--- src/hw/rtl/rn_pkg.sv ---
// rn_pkg: shared types for the rational normalizer
// holds the controller state enum and the command/status structs
// no dependencies
package rn_pkg;

  // controller states
  typedef enum logic [2:0] {
    ST_IDLE,
    ST_CHECK,
    ST_GCD,
    ST_DIV_N,
    ST_SWAP,
    ST_DIV_D,
    ST_DONE
  } rn_state_t;

  // which magnitude the divider works on
  typedef enum logic {
    SEL_NUMER,
    SEL_DENOM
  } rn_div_sel_t;

  // commands from controller to datapath
  typedef struct packed {
    logic        load;
    logic        gcd_step;
    logic        gcd_fin;
    logic        div_init;
    rn_div_sel_t div_sel;
    logic        div_step;
    logic        save_qn;
    logic        out_load;
  } rn_cmd_t;

  // status from datapath to controller
  typedef struct packed {
    logic special;
    logic gcd_eq;
    logic div_last;
  } rn_stat_t;

endpackage

--- src/hw/rtl/rn_stream_if.sv ---
// rn_stream_if: valid/ready channel interfaces for the rational normalizer
// rn_in_if carries a request with the input fraction, rn_out_if the reduced one
// no dependencies
interface rn_in_if #(
  parameter int WIDTH = 32
) ();
  logic                    valid;
  logic                    ready;
  logic signed [WIDTH-1:0] numer_in;
  logic signed [WIDTH-1:0] denom_in;

  modport source (output valid, output numer_in, output denom_in, input ready);
  modport sink   (input valid, input numer_in, input denom_in, output ready);
endinterface

interface rn_out_if #(
  parameter int WIDTH = 32
) ();
  logic                  valid;
  logic                  ready;
  logic signed [WIDTH:0] numer_out;
  logic [WIDTH-1:0]      denom_out;
  logic                  div_zero;

  modport source (output valid, output numer_out, output denom_out, output div_zero,
                  input ready);
  modport sink   (input valid, input numer_out, input denom_out, input div_zero,
                  output ready);
endinterface

--- src/hw/rtl/rn_ctrl.sv ---
// rn_ctrl: sequencer for the rational normalizer
// steps the datapath through check, binary gcd and two serial divisions
// depends on rn_pkg
module rn_ctrl
  import rn_pkg::*;
(
  input  logic     clk,
  input  logic     rst,
  input  logic     in_valid,
  output logic     in_ready,
  output logic     out_valid,
  input  logic     out_ready,
  input  rn_stat_t stat,
  output rn_cmd_t  cmd
);

  rn_state_t state;
  rn_state_t state_next;
  logic      out_valid_next;

  // state and output valid registers
  always_ff @(posedge clk) begin
    if (rst) begin
      state     <= ST_IDLE;
      out_valid <= 1'b0;
    end else begin
      state     <= state_next;
      out_valid <= out_valid_next;
    end
  end

  // next state and commands
  always_comb begin
    state_next     = state;
    cmd            = '0;
    cmd.div_sel    = SEL_NUMER;
    in_ready       = 1'b0;
    out_valid_next = out_valid && !out_ready;
    unique case (state)
      ST_IDLE: begin
        in_ready = 1'b1;
        if (in_valid) begin
          cmd.load   = 1'b1;
          state_next = ST_CHECK;
        end
      end
      ST_CHECK: begin
        state_next = stat.special ? ST_DONE : ST_GCD;
      end
      ST_GCD: begin
        if (stat.gcd_eq) begin
          cmd.gcd_fin  = 1'b1;
          cmd.div_init = 1'b1;
          cmd.div_sel  = SEL_NUMER;
          state_next   = ST_DIV_N;
        end else begin
          cmd.gcd_step = 1'b1;
        end
      end
      ST_DIV_N: begin
        cmd.div_step = 1'b1;
        if (stat.div_last) begin
          state_next = ST_SWAP;
        end
      end
      ST_SWAP: begin
        cmd.save_qn  = 1'b1;
        cmd.div_init = 1'b1;
        cmd.div_sel  = SEL_DENOM;
        state_next   = ST_DIV_D;
      end
      ST_DIV_D: begin
        cmd.div_step = 1'b1;
        if (stat.div_last) begin
          state_next = ST_DONE;
        end
      end
      ST_DONE: begin
        // wait for the output register to free up
        if (!out_valid || out_ready) begin
          cmd.out_load   = 1'b1;
          out_valid_next = 1'b1;
          state_next     = ST_IDLE;
        end
      end
      default: begin
        state_next = ST_IDLE;
      end
    endcase
  end

endmodule

--- src/hw/rtl/rn_dpath.sv ---
// rn_dpath: datapath of the rational normalizer
// magnitudes, binary gcd unit, shared restoring divider and result register
// depends on rn_pkg
module rn_dpath
  import rn_pkg::*;
#(
  parameter int WIDTH = 32
) (
  input  logic                    clk,
  input  logic signed [WIDTH-1:0] numer_in,
  input  logic signed [WIDTH-1:0] denom_in,
  input  rn_cmd_t                 cmd,
  output rn_stat_t                stat,
  output logic signed [WIDTH:0]   numer_out,
  output logic [WIDTH-1:0]        denom_out,
  output logic                    div_zero
);

  localparam int CW = $clog2(WIDTH);

  logic [WIDTH-1:0] nmag;
  logic [WIDTH-1:0] dmag;
  logic             neg;
  logic             dz;
  logic             nz;
  logic [WIDTH-1:0] ga;
  logic [WIDTH-1:0] gb;
  logic [CW-1:0]    k;
  logic [WIDTH-1:0] g;
  logic [WIDTH-1:0] dvd;
  logic [WIDTH-1:0] rem;
  logic [CW-1:0]    cnt;
  logic [WIDTH-1:0] qn;

  logic [WIDTH-1:0] nmag_in;
  logic [WIDTH-1:0] dmag_in;
  logic [WIDTH-1:0] ga_next;
  logic [WIDTH-1:0] gb_next;
  logic             k_inc;
  logic [WIDTH:0]   sh;
  logic [WIDTH:0]   diff;
  logic [WIDTH:0]   qn_ext;

  // input magnitudes
  always_comb begin
    nmag_in = numer_in[WIDTH-1] ? WIDTH'(-numer_in) : WIDTH'(numer_in);
    dmag_in = denom_in[WIDTH-1] ? WIDTH'(-denom_in) : WIDTH'(denom_in);
  end

  // one binary gcd step
  always_comb begin
    ga_next = ga;
    gb_next = gb;
    k_inc   = 1'b0;
    if (!ga[0] && !gb[0]) begin
      ga_next = ga >> 1;
      gb_next = gb >> 1;
      k_inc   = 1'b1;
    end else if (!ga[0]) begin
      ga_next = ga >> 1;
    end else if (!gb[0]) begin
      gb_next = gb >> 1;
    end else if (ga > gb) begin
      ga_next = (ga - gb) >> 1;
    end else begin
      gb_next = (gb - ga) >> 1;
    end
  end

  // one restoring division step
  always_comb begin
    sh   = {rem, dvd[WIDTH-1]};
    diff = sh - {1'b0, g};
  end

  assign stat.special  = dz || nz;
  assign stat.gcd_eq   = (ga == gb);
  assign stat.div_last = (cnt == CW'(WIDTH - 1));

  assign qn_ext = {1'b0, qn};

  // load, gcd and divider registers
  always_ff @(posedge clk) begin
    if (cmd.load) begin
      nmag <= nmag_in;
      dmag <= dmag_in;
      neg  <= numer_in[WIDTH-1] ^ denom_in[WIDTH-1];
      dz   <= (dmag_in == '0);
      nz   <= (nmag_in == '0);
      ga   <= nmag_in;
      gb   <= dmag_in;
      k    <= '0;
    end else if (cmd.gcd_step) begin
      ga <= ga_next;
      gb <= gb_next;
      if (k_inc) begin
        k <= k + 1'b1;
      end
    end
    if (cmd.gcd_fin) begin
      g <= ga << k;
    end
    if (cmd.div_init) begin
      dvd <= (cmd.div_sel == SEL_DENOM) ? dmag : nmag;
      rem <= '0;
      cnt <= '0;
    end else if (cmd.div_step) begin
      if (!diff[WIDTH]) begin
        rem <= diff[WIDTH-1:0];
        dvd <= {dvd[WIDTH-2:0], 1'b1};
      end else begin
        rem <= sh[WIDTH-1:0];
        dvd <= {dvd[WIDTH-2:0], 1'b0};
      end
      cnt <= cnt + 1'b1;
    end
    if (cmd.save_qn) begin
      qn <= dvd;
    end
  end

  // result register
  always_ff @(posedge clk) begin
    if (cmd.out_load) begin
      if (dz || nz) begin
        numer_out <= '0;
        denom_out <= WIDTH'(1);
        div_zero  <= dz;
      end else begin
        numer_out <= neg ? (~qn_ext) + (WIDTH+1)'(1) : qn_ext;
        denom_out <= dvd;
        div_zero  <= 1'b0;
      end
    end
  end

endmodule

--- src/hw/rtl/rational_normalizer.sv ---
// rational_normalizer: top level, reduces a signed fraction to lowest terms
// joins rn_ctrl and rn_dpath to the operand and result channels
// depends on rn_pkg, rn_in_if, rn_out_if, rn_ctrl, rn_dpath
//
// usage:
//   operand channel: numer_in/denom_in, taken when valid and ready are high.
//   result channel: numer_out (WIDTH+1 bits, sign of the fraction),
//   denom_out (positive), div_zero; one result per request, in order.
//   a zero denominator gives 0/1 with div_zero set; a zero numerator 0/1.
//   one request at a time: ready is high only while the sequencer is idle.
//   from acceptance to result valid: a check state, the binary gcd loop
//   (one step a cycle until the values meet), two restoring divisions of
//   WIDTH quotient bits each sharing one divider, a swap state and a state
//   that loads the output register. zero inputs skip gcd and division.
//   the result sits in an output register, so the block returns to idle
//   and takes the next request while a result waits; a finished result
//   waits in the sequencer only when the previous one is still not taken.
//   reset (synchronous, active high) empties the output register and idles
//   the sequencer.
module rational_normalizer
  import rn_pkg::*;
#(
  parameter int WIDTH = 32
) (
  input logic     clk,
  input logic     rst,
  rn_in_if.sink   operand,
  rn_out_if.source result
);

  rn_cmd_t  cmd;
  rn_stat_t stat;
  logic     in_ready;
  logic     out_valid;

  // sequencer
  rn_ctrl u_ctrl (
    .clk       (clk),
    .rst       (rst),
    .in_valid  (operand.valid),
    .in_ready  (in_ready),
    .out_valid (out_valid),
    .out_ready (result.ready),
    .stat      (stat),
    .cmd       (cmd)
  );

  // datapath
  rn_dpath #(
    .WIDTH (WIDTH)
  ) u_dpath (
    .clk       (clk),
    .numer_in  (operand.numer_in),
    .denom_in  (operand.denom_in),
    .cmd       (cmd),
    .stat      (stat),
    .numer_out (result.numer_out),
    .denom_out (result.denom_out),
    .div_zero  (result.div_zero)
  );

  assign operand.ready = in_ready;
  assign result.valid  = out_valid;

endmodule
--- src/flat_wrapper.sv ---
// flat-port wrapper written by rule: the top's interface ports become plain ports
module rational_normalizer_flat import rn_pkg::*;
#(
  parameter int WIDTH = 32
)
  (clk, rst, operand_valid, operand_numer_in, operand_denom_in, operand_ready, result_valid, result_numer_out, result_denom_out, result_div_zero, result_ready);
  rn_in_if #(.WIDTH(WIDTH)) operand_i ();
  rn_out_if #(.WIDTH(WIDTH)) result_i ();
  input logic clk;
  input logic rst;
  input wire logic [$bits(operand_i.valid)-1:0] operand_valid;
  input wire logic [$bits(operand_i.numer_in)-1:0] operand_numer_in;
  input wire logic [$bits(operand_i.denom_in)-1:0] operand_denom_in;
  output wire logic [$bits(operand_i.ready)-1:0] operand_ready;
  output wire logic [$bits(result_i.valid)-1:0] result_valid;
  output wire logic [$bits(result_i.numer_out)-1:0] result_numer_out;
  output wire logic [$bits(result_i.denom_out)-1:0] result_denom_out;
  output wire logic [$bits(result_i.div_zero)-1:0] result_div_zero;
  input wire logic [$bits(result_i.ready)-1:0] result_ready;
  assign operand_i.valid = operand_valid;
  assign operand_i.numer_in = operand_numer_in;
  assign operand_i.denom_in = operand_denom_in;
  assign operand_ready = operand_i.ready;
  assign result_valid = result_i.valid;
  assign result_numer_out = result_i.numer_out;
  assign result_denom_out = result_i.denom_out;
  assign result_div_zero = result_i.div_zero;
  assign result_i.ready = result_ready;
  rational_normalizer #(.WIDTH(WIDTH)) u_core (.clk(clk), .rst(rst), .operand(operand_i), .result(result_i));
endmodule
--- config.mk ---
export PLATFORM = sky130hd
export DESIGN_NAME = rational_normalizer_flat
export DESIGN_NICKNAME = d
export VERILOG_FILES = /design/src/hw/rtl/rn_pkg.sv /design/src/hw/rtl/rn_stream_if.sv /design/src/hw/rtl/rn_ctrl.sv /design/src/hw/rtl/rn_dpath.sv /design/src/hw/rtl/rational_normalizer.sv /design/src/flat_wrapper.sv
export SDC_FILE = /design/constraint.sdc
export NUM_CORES = 1
export LEC_CHECK = 0
export BUFFER_PORTS_ARGS = -buffer_cell sky130_fd_sc_hd__buf_4
export CORE_ASPECT_RATIO = 0.8
export CORE_MARGIN = 5
export CORE_UTILIZATION = 50
export DETAILED_ROUTE_END_ITERATION = 16
export PLACE_DENSITY_LB_ADDON = 0.1
export SYNTH_ARGS = -nofsm -noshare
export SYNTH_HDL_FRONTEND = slang
export SYNTH_HIERARCHICAL = 1
export SYNTH_SLANG_ARGS = --single-unit
--- constraint.sdc ---
create_clock -name clk -period 6.4 [get_ports clk]
set_input_delay 1.28 -clock clk [delete_from_list [all_inputs] [get_ports clk]]
set_output_delay 1.28 -clock clk [all_outputs]
set_load 0.02 [all_outputs]
* Yosys cells after proc, flatten, opt, wreduce, memory -nomap -nowiden *
Cells that the tools add are included.

storage, ports and cells
  register bits = 339
  input bits = 68
  output and inout port bits = 68
  logic and storage cells = 112

cells by class
  add/sub/neg operators = 8
  $lt $le $gt $ge = 1
  equality and inequality tests = 16
  shifts and indexed selects = 1
  mux-type cells = 41
  bitwise operators = 3
  reductions and logical operators = 21

operators with widths
  cell                                                    count
  2-to-1 mux 32 bit                                       19
  logical NOT 32 bit                                      2
  negation 32 bit                                         2
  subtractor 32 bit                                       2
  adder 33 x 1 -> 33 bit (second input constant)          1
  inverter 32 -> 33 bit                                   1
  subtractor 33 x 32 -> 33 bit                            1
  == test 32 bit                                          1
  greater-than comparator 32 bit                          1
  left shift 32 x 5 -> 32 bit                             1
  2-to-1 mux 3 bit                                        7
  case mux 3 bit (7 select lines)                         1
  2-to-1 mux 1 bit                                        12
  adder 5 x 1 -> 5 bit (second input constant)            2
  == test 3 bit (second input constant)                   3
  inequality test 4 x 1 -> 1 bit (second input constant)  2
  == test 3 x 2 -> 1 bit (second input constant)          2
  inequality test 2 x 1 -> 1 bit (second input constant)  3
  AND reduction 3 bit                                     2
  == test 5 bit (second input constant)                   1
  AND reduction 5 bit                                     1
  logical NOT 1 bit                                       4
  inequality test 2 bit (second input constant)           2
  inequality test 4 x 3 -> 1 bit (second input constant)  1
  other kinds (12)                                        17

* Longest topological paths before layout *
Gate-level depths: netlist of run 1.

  word-level depth = 7
  mapped depth = 16
  gate-level depth less buffers = 13

* Modules after synthesis *
The synthesis of run 1 kept the hierarchy.

modules (own cells, without submodules)
  module    times used  cells each  area each (um^2)  seq. area each (um^2)
  rn_dpath  1           2255        21750.9           9639.2
  rn_ctrl   1           41          311.5             80.1

* Least setup slack after synthesis of run 1 *
No wires, ideal clock.

  path type = input-to-reg
  start = input operand_valid
  end = register u_core.u_dpath.gb[10], enable pin
  library setup time = 0.393 ns
  arrival time = 4.411 ns
  data required time = 6.007 ns
  setup slack = 1.596 ns
  stages on the path = 4
  path buffers = 2
  path through = and2_1 -> clkbuf_1 -> clkbuf_1 -> o31a_1

between the ends
  longest elaborated chain between the ends = 4
  elaborated cells on any way between the ends = 6
  classes of those cells = 1 x eq/ne; 2 x mux; 3 x reduce/logical

ends and longest elaborated chain
  item                                                                           RTL line            source
  start, declared                                                                flat_wrapper.sv:11  input wire logic [$bits(operand_i.valid)-1:0] operand_valid;
  2-to-1 mux 1 bit (*)                                                           rn_ctrl.sv:42       if (in_valid) begin
  2-to-1 mux 1 bit (*)                                                           rn_ctrl.sv:39       unique case (state)
  inequality test 4 x 3 -> 1 bit (no source line), or another cell as far along  n/a
  AND reduction 3 bit (no source line) (*)                                       n/a
  end signal, assigned                                                           rn_dpath.sv:91      gb <= dmag_in;
  end signal, assigned                                                           rn_dpath.sv:95      gb <= gb_next;
  end, declared                                                                  rn_dpath.sv:27      logic [WIDTH-1:0] gb;

Mark *: on every way between the ends. The rest lies on a longest branch, timed or not.
A chain may end at the register's enable or synchronous reset.

==> out/metrics.cfg, run 1 <==
[status]
status=finished, final reports clean

[setup_path]
required_ns=6.68
startpoint=u_core/u_dpath/ga[14]$_DFFE_PP_
worst_setup_path_start_kind=flop
r2r-end=u_core/u_dpath/ga[2]$_DFFE_PP_
r2r_start=u_core/u_dpath/ga[14]$_DFFE_PP_
crit_family=simple AND/OR/NAND/NOR gates
path_depth=12
cp_data_arrival_time_ns=5.07
critPathCaptureType=flop
crit_type=flop to flop
worstPathMaxFanout=17
critPathSlowestCell=nor4_1
critPathMaxStageDelay_ns=0.59
critical_path_buf_inv_count=3
reg2reg_depth=12
r2r_slack_ns=1.60
crit_chain=inv_1 > ha_1 > nand2_1 > or3_1 > nor4_1 > nand4_1 > inv_1 > o221a_2 > a21oi_1 > o21ai_0 > nand2_1 > buf_4

[clocking]
clockBufferDepth=3
post_cts_buffers=0
clock_latency_ns=0.55
clkTransAtPathRegs_ns=0.06
cts-htree-levels=2
postCtsHoldBufs=0
tritoncts=yes
cts-buffers-inserted=38
root_buffer=clkbuf_16
cts.repair.resized=0
clock-sinks=339

[hold_path]
min_from=u_core/u_dpath/dvd[31]$_DFFE_PP_
hold_path.class=flop to flop
hold_depth=0
min_to=u_core/u_dpath/qn[31]$_DFFE_PP_

[logic_synthesis]
synth_simple_gate_area_share_pct=14.6
synthArstFlopShare_pct=0
yosysUniqueCellTypes=76
synthFlopType=edfxtp_1
syn_nets=2470
avgSynthCellArea_um2=9.61
yosysSeqAreaShare_pct=44.1
synth_top_family_by_area=compound AO/OA/AOI/OAI gates
yosys_warnings=6
synth_edf_count=293
synth_fa_ha_area_share_pct=6.11
synth_cells=2296
synth_mux_area_share_pct=6.54
synth-compound-area-share_pct=16.6
synth-xor-area-share_pct=7.15
synth-seq-cells=339
syn_area_mm2=0.0221

[timing]
rsz0062_at_grt=false
maxSlewViolCount=0
fmax_mhz=208
hold_violations=0
setup_viol=0
min_period_ns=4.80
fin_crit_sh_pct=75.0
worst_pin_slew_ns=1.17
setup_ws_ns=1.60
tns_ns=0
clock-skew-final_ns=0.0178
relSlewSlack_pct=21.4

[detailed_routing]
ant_nets=0
drt_wl_total_mm=66.0
num_vias=18078
drt_iter0_markers=2064
via_per_inst=6.11
first_pass_iters=6
drc_errors=0
wl_per_cell_um=22.3

[pwr]
irDropWorstVdd_uv=403
leakage_nw=9.58
powerDensity_mw_per_mm2=535

[finish]
drive_gt1_share_pct=11.2
final_core_util_pct=57.1
syn_to_final_growth_pct=12.3
finalNetCount=2542

[placement]
dp_hpwl_mm=49.7
dp_slack_ns=1.65
gp_congestion=0.987
io_buffers=135

[floorplanning]
rows=68
die_h_um=198
io_pins=136
die_w_um=245
die-area_mm2=0.0485
initial_utilization_pct=50.8
coreArea_mm2=0.0434

[grt]
overflow=0
antenna_found_initial=2
grt_max_degree=91
grt_pass1_wl_mm=102
grt_pass1_vias=16967
gr-usage-all-layers_pct=26.8

[flow_run]
drv_cap=0

-- per-stage QoR --
stage | cells | hold slack (ns) | power [mW] | area, µm²
after floorplan | 2296 | 0.426 | 8.80 | 22100
after global placement | 2888 | 0.442 | 10.9 | 23500
after detailed placement | 2888 | 0.455 | 10.9 | 23500
after CTS | 2956 | 0.470 | 13.1 | 24800
after global routing | 2957 | 0.484 | 14.1 | 24800
final | 2957 | 0.463 | 13.3 | 24800
-- cell usage in the layout (no fill, tap or decap), types with 14 or more instances in the layout --
cell type,netlist,final
nand2b_1,16,16
nand2_1,171,171
a31oi_1,28,28
nor3_1,34,33
nor2b_1,15,15
nor2_1,250,248
inv_1,156,156
o31ai_1,32,32
a211oi_1,24,24
o21bai_1,14,14
nand3_1,38,38
a21oi_1,174,173
ha_1,103,103
or4_1,17,17
mux2i_1,100,100
nand4_1,23,23
or3_1,20,20
o41ai_1,14,14
o21ai_0,128,128
xnor2_1,98,98
and2_1,40,39
nor4_1,16,16
o22ai_1,14,14
xor2_1,82,81
a21o_1,46,46
dfxtp_1,46,45
buf_4,2,160
clkbuf_16,0,40
edfxtp_1,293,293
a221oi_1,33,33
-- report_power, final --
| group | total (mW) | switching [mW] | internal (mW) |
|---|---|---|---|
| clock network | 2.15 | 0.927 | 1.22 |
| registers | 3.75 | 0.515 | 3.24 |
| logic | 7.35 | 4.65 | 2.70 |
-- registers in the layout (all words and copies together) (netlist names) --
register	count
u_core/u_dpath/rem	32
u_core/u_dpath/neg	1
u_core/u_dpath/g	32
u_core/u_dpath/numer_out	33
u_core/u_dpath/dz	1
u_core/u_dpath/nz	1
u_core/u_ctrl/out_valid	1
u_core/u_dpath/qn	32
u_core/u_dpath/nmag	32
u_core/u_dpath/gb	32
u_core/u_dpath/denom_out	32
u_core/u_dpath/ga	32
u_core/u_dpath/dvd	32
u_core/u_dpath/div_zero	1
u_core/u_dpath/dmag	32
u_core/u_ctrl/state	3
u_core/u_dpath/cnt	5
u_core/u_dpath/k	5
-- Yosys cell counts, types with 12 or more instances --
cell type / count / area share [%]
nor4_1: 16 / 0.45
mux4_2: 13 / 1.3
a31oi_1: 28 / 0.79
a211oi_1: 24 / 0.82
edfxtp_1: 293 / 40
nor2b_1: 15 / 0.43
nand2b_1: 16 / 0.45
a21o_1: 46 / 1.6
or4_1: 17 / 0.58
and2_1: 40 / 1.1
clkbuf_1: 110 / 1.9
o22ai_1: 14 / 0.40
inv_1: 156 / 2.7
mux2_2: 12 / 0.61
nand2_1: 171 / 2.9
a21oi_1: 174 / 3.9
xnor2_1: 98 / 3.9
or3_1: 20 / 0.57
buf_1: 16 / 0.27
nor2_1: 250 / 4.3
o31ai_1: 32 / 1.1
mux2i_1: 100 / 4.5
nand3_1: 38 / 0.86
a221oi_1: 33 / 1.3
xor2_1: 82 / 3.3
nand4_1: 23 / 0.65
o21a_1: 13 / 0.44
ha_1: 103 / 5.8
dfxtp_1: 46 / 4.2
o21bai_1: 14 / 0.48
o21ai_0: 128 / 2.9
o41ai_1: 14 / 0.56
nor3_1: 34 / 0.77
and3_1: 12 / 0.34
-- final cells by class --
class,count,area (µm²)
multi-input cells,1670,11300
repair buffers,161,1220
clock buffers,53,1070
well taps,560,701
diodes,1,2.50
fillers,3855,18600
flip-flops and latches,339,9720
clock inverters,15,154
inverters,158,593
-- kinds of logic (layout without fill, tap and decap cells) --
| group | Yosys count | in the layout |
|---|---|---|
| AO/OA/AOI/OAI | 575 | 575 |
| XOR/XNOR | 180 | 180 |
| adder cells (fa/ha/maj) | 106 | 106 |
| buffers and inverters | 287 | 387 |
| flip-flops | 339 | 339 |
| multiplexers | 126 | 126 |
| other | 0 | 1 |
| AND/OR/NAND/NOR | 683 | 683 |
-- how the worst max path moves through the flow --
stage / to
2_1_floorplan: u_core/u_dpath/gb[10]$_DFFE_PP_
3_3_place_gp: u_core/u_dpath/nz$_DFFE_PP_
3_5_place_dp: u_core/u_dpath/nz$_DFFE_PP_
4_1_cts: u_core/u_dpath/ga[31]$_DFFE_PP_
5_1_grt: u_core/u_dpath/ga[9]$_DFFE_PP_
6_report: u_core/u_dpath/ga[2]$_DFFE_PP_
-- metal layers --
| metal | vias up | track usage, % | part of all wire, % |
|---|---|---|---|
| li1 | 8459 | - | - |
| met1 | 8714 | 40.5 | 46 |
| met2 | 794 | 39.6 | 43 |
| met3 | 111 | 4.30 | 8.2 |
| met4 | 0 | 8.41 | 3.2 |
| met5 | - | 0 | 0 |
Power figures use the tool's default switching activity.
==> run 2, diff against run 1 <==
==> constraint.sdc (replaced) <==
create_clock -name clk -period 4.3 [get_ports clk]
set_input_delay 0.86 -clock clk [delete_from_list [all_inputs] [get_ports clk]]
set_output_delay 0.86 -clock clk [all_outputs]
set_load 0.02 [all_outputs]
==> run 2 against run 1 <==
Effect of this change:
- register-to-register slack got worse by 1.4 ns
- setup slack got worse by 1.4 ns
- core utilization rose by 1.2 points
- via count rose by 0.67%
- die area did not move
- hold slack got worse by 0.013 ns
- sequential share of layout area fell by 0.82 points
==> out/metrics.cfg, run 2 (synthesis results as in run 1) <==
[timing]
hold_violations=0  ; unchanged
worst_pin_slew_ns=1.25  ; +0.0862 ns
relSlewSlack_pct=16.2  ; -5.2 points
fmax_mhz=244  ; +17%
hold_slack_ns=0.450  ; -0.0128 ns
min_period_ns=4.09  ; -0.704 ns
setup_ws_ns=0.205  ; -1.40 ns
fin_crit_sh_pct=95.2  ; +20 points
tns_ns=0  ; unchanged
clock-skew-final_ns=0.0276  ; +0.00973 ns
rsz0062_at_grt=false
setup_viol=0  ; unchanged
maxSlewViolCount=0  ; unchanged

[clocking]
post_cts_buffers=0  ; unchanged
cts-htree-levels=2  ; unchanged
clockBufferDepth=3  ; unchanged
root_buffer=clkbuf_16
clock_latency_ns=0.55  ; about the same
cts-buffers-inserted=38  ; unchanged
cts.repair.resized=0  ; unchanged
postCtsHoldBufs=0  ; unchanged
clkTransAtPathRegs_ns=0.06  ; about the same
clock-sinks=339  ; unchanged
tritoncts=yes

[floorplanning]
rows=68  ; unchanged
io_pins=136  ; unchanged
die-area_mm2=0.0485  ; unchanged
die_w_um=245  ; unchanged
die_h_um=198  ; unchanged
initial_utilization_pct=50.8  ; unchanged
coreArea_mm2=0.0434  ; unchanged

[finish]
syn_to_final_growth_pct=14.7
finalNetCount=2597  ; +2.2%
final_core_util_pct=58.3  ; +1.2 points
final_common_cell=edfxtp_1
max_flop_register=u_core/u_dpath/numer_out
nFillCells=3792  ; -1.6%
fin_area_mm2=0.0253  ; +2.1%
largest_reg_flops=33  ; unchanged
final_cell_mix=edfxtp_1, nor2_1, buf_4
fin_cells=3012  ; +1.9%
drive_gt1_share_pct=13.4  ; +2.2 points

[status]
status=finished, final reports clean

[flow_run]
drv_cap=0  ; unchanged

[grt]
grt_pass1_wl_mm=101  ; -1.0%
grt_max_degree=88  ; -3.3%
antenna_found_initial=2  ; unchanged
overflow=0  ; unchanged
grt_pass1_vias=17021  ; +0.32%
gr-usage-all-layers_pct=26.6  ; -0.14 points

[detailed_routing]
drt_iter0_markers=1856  ; -10%
drt_wl_total_mm=66.3  ; +0.53%
num_vias=18199  ; +0.67%
ant_nets=0  ; unchanged
first_pass_iters=6  ; unchanged
via_per_inst=6.04  ; -1.2%
wl_per_cell_um=22.0  ; -1.3%
drc_errors=0  ; unchanged

[placement]
dp_hpwl_mm=50.5  ; +1.7%
dp_slack_ns=0.0689  ; -1.58 ns
gp_congestion=0.990  ; +0.29%
place_inst=2943  ; +1.9%
io_buffers=135  ; unchanged
dpl-instance-area_mm2=0.0241  ; +2.2%

[hold_path]
hold_path.class=flop to flop

[setup_path]
cp_data_arrival_time_ns=4.39  ; -0.68 ns
worst_setup_path_start_kind=flop
crit_family=compound AO/OA/AOI/OAI gates
crit_type=flop to flop
critPathSlowestCell=or4b_2
path_common_cell=o21ai_0
crit_chain=ha_1 > nor2b_1 > o21ai_0 > a21oi_1 > or4b_2 > a211o_1 > a31oi_1 > o21ai_0 > a211oi_1 > or4_1 > nand3_1
worstPathMaxFanout=5  ; -12
required_ns=4.59  ; -2.09 ns
critPathCaptureType=flop
critical_path_buf_inv_count=0  ; -3
critPathMaxStageDelay_ns=0.71  ; +0.12 ns

[pwr]
powerDensity_mw_per_mm2=801  ; +50%
p_total_mw=20.3  ; +53%
leakage_nw=9.89  ; +3.3%
irDropWorstVdd_uv=506  ; +26%

==> run 2: cell count changes in the layout (fill, tap and decap cells not counted), moves of 2 or more <==
cell and delta:
clkinv_2 +6, clkbuf_1 -8, clkinv_1 +4, buf_12 +8, bufinv_16 +2, clkbuf_16 -2, buf_4 +47
==> run 2: layer usage <==
metal / global-route usage, % / part of all wire, %
met2: 39.4 / 43
met5: 0 / 0
met3: 6.59 / 9.3
met4: 8.04 / 3.2
met1: 38.9 / 45
==> run 2: final cells by class <==
type,instances,area (µm²),share of cell area (%)
multi-input combinational,1670,11300,44.7
inverter,158,593,2.34
clock buffer,43,990,3.91
timing repair buffer,216,1730,6.85
sequential,339,9720,38.4
clock inverter,25,243,0.959
antenna,1,2.50,0.00989
tap,560,701,2.77
==> run 2: power by group <==
part           internal, mW  total, mW  switching, mW
Sequential             4.80       5.49          0.682
Clock                  1.85       3.23           1.38
Combinational          4.49       11.6           7.06
Total                  11.1       20.3           9.13
==> run 2: worst paths after layout <==
path / start / end / slack [ns] / cells after the start
hold / removal: u_core/u_dpath/dvd[31]$_DFFE_PP_ / u_core/u_dpath/qn[31]$_DFFE_PP_ / 0.45 / 0
hold reg to reg: u_core/u_dpath/dvd[31]$_DFFE_PP_ / u_core/u_dpath/qn[31]$_DFFE_PP_ / 0.45 / 0
setup / recovery: u_core/u_dpath/gb[2]$_DFFE_PP_ / u_core/u_dpath/ga[29]$_DFFE_PP_ / 0.21 / 11
setup reg to reg: u_core/u_dpath/gb[2]$_DFFE_PP_ / u_core/u_dpath/ga[29]$_DFFE_PP_ / 0.21 / 11
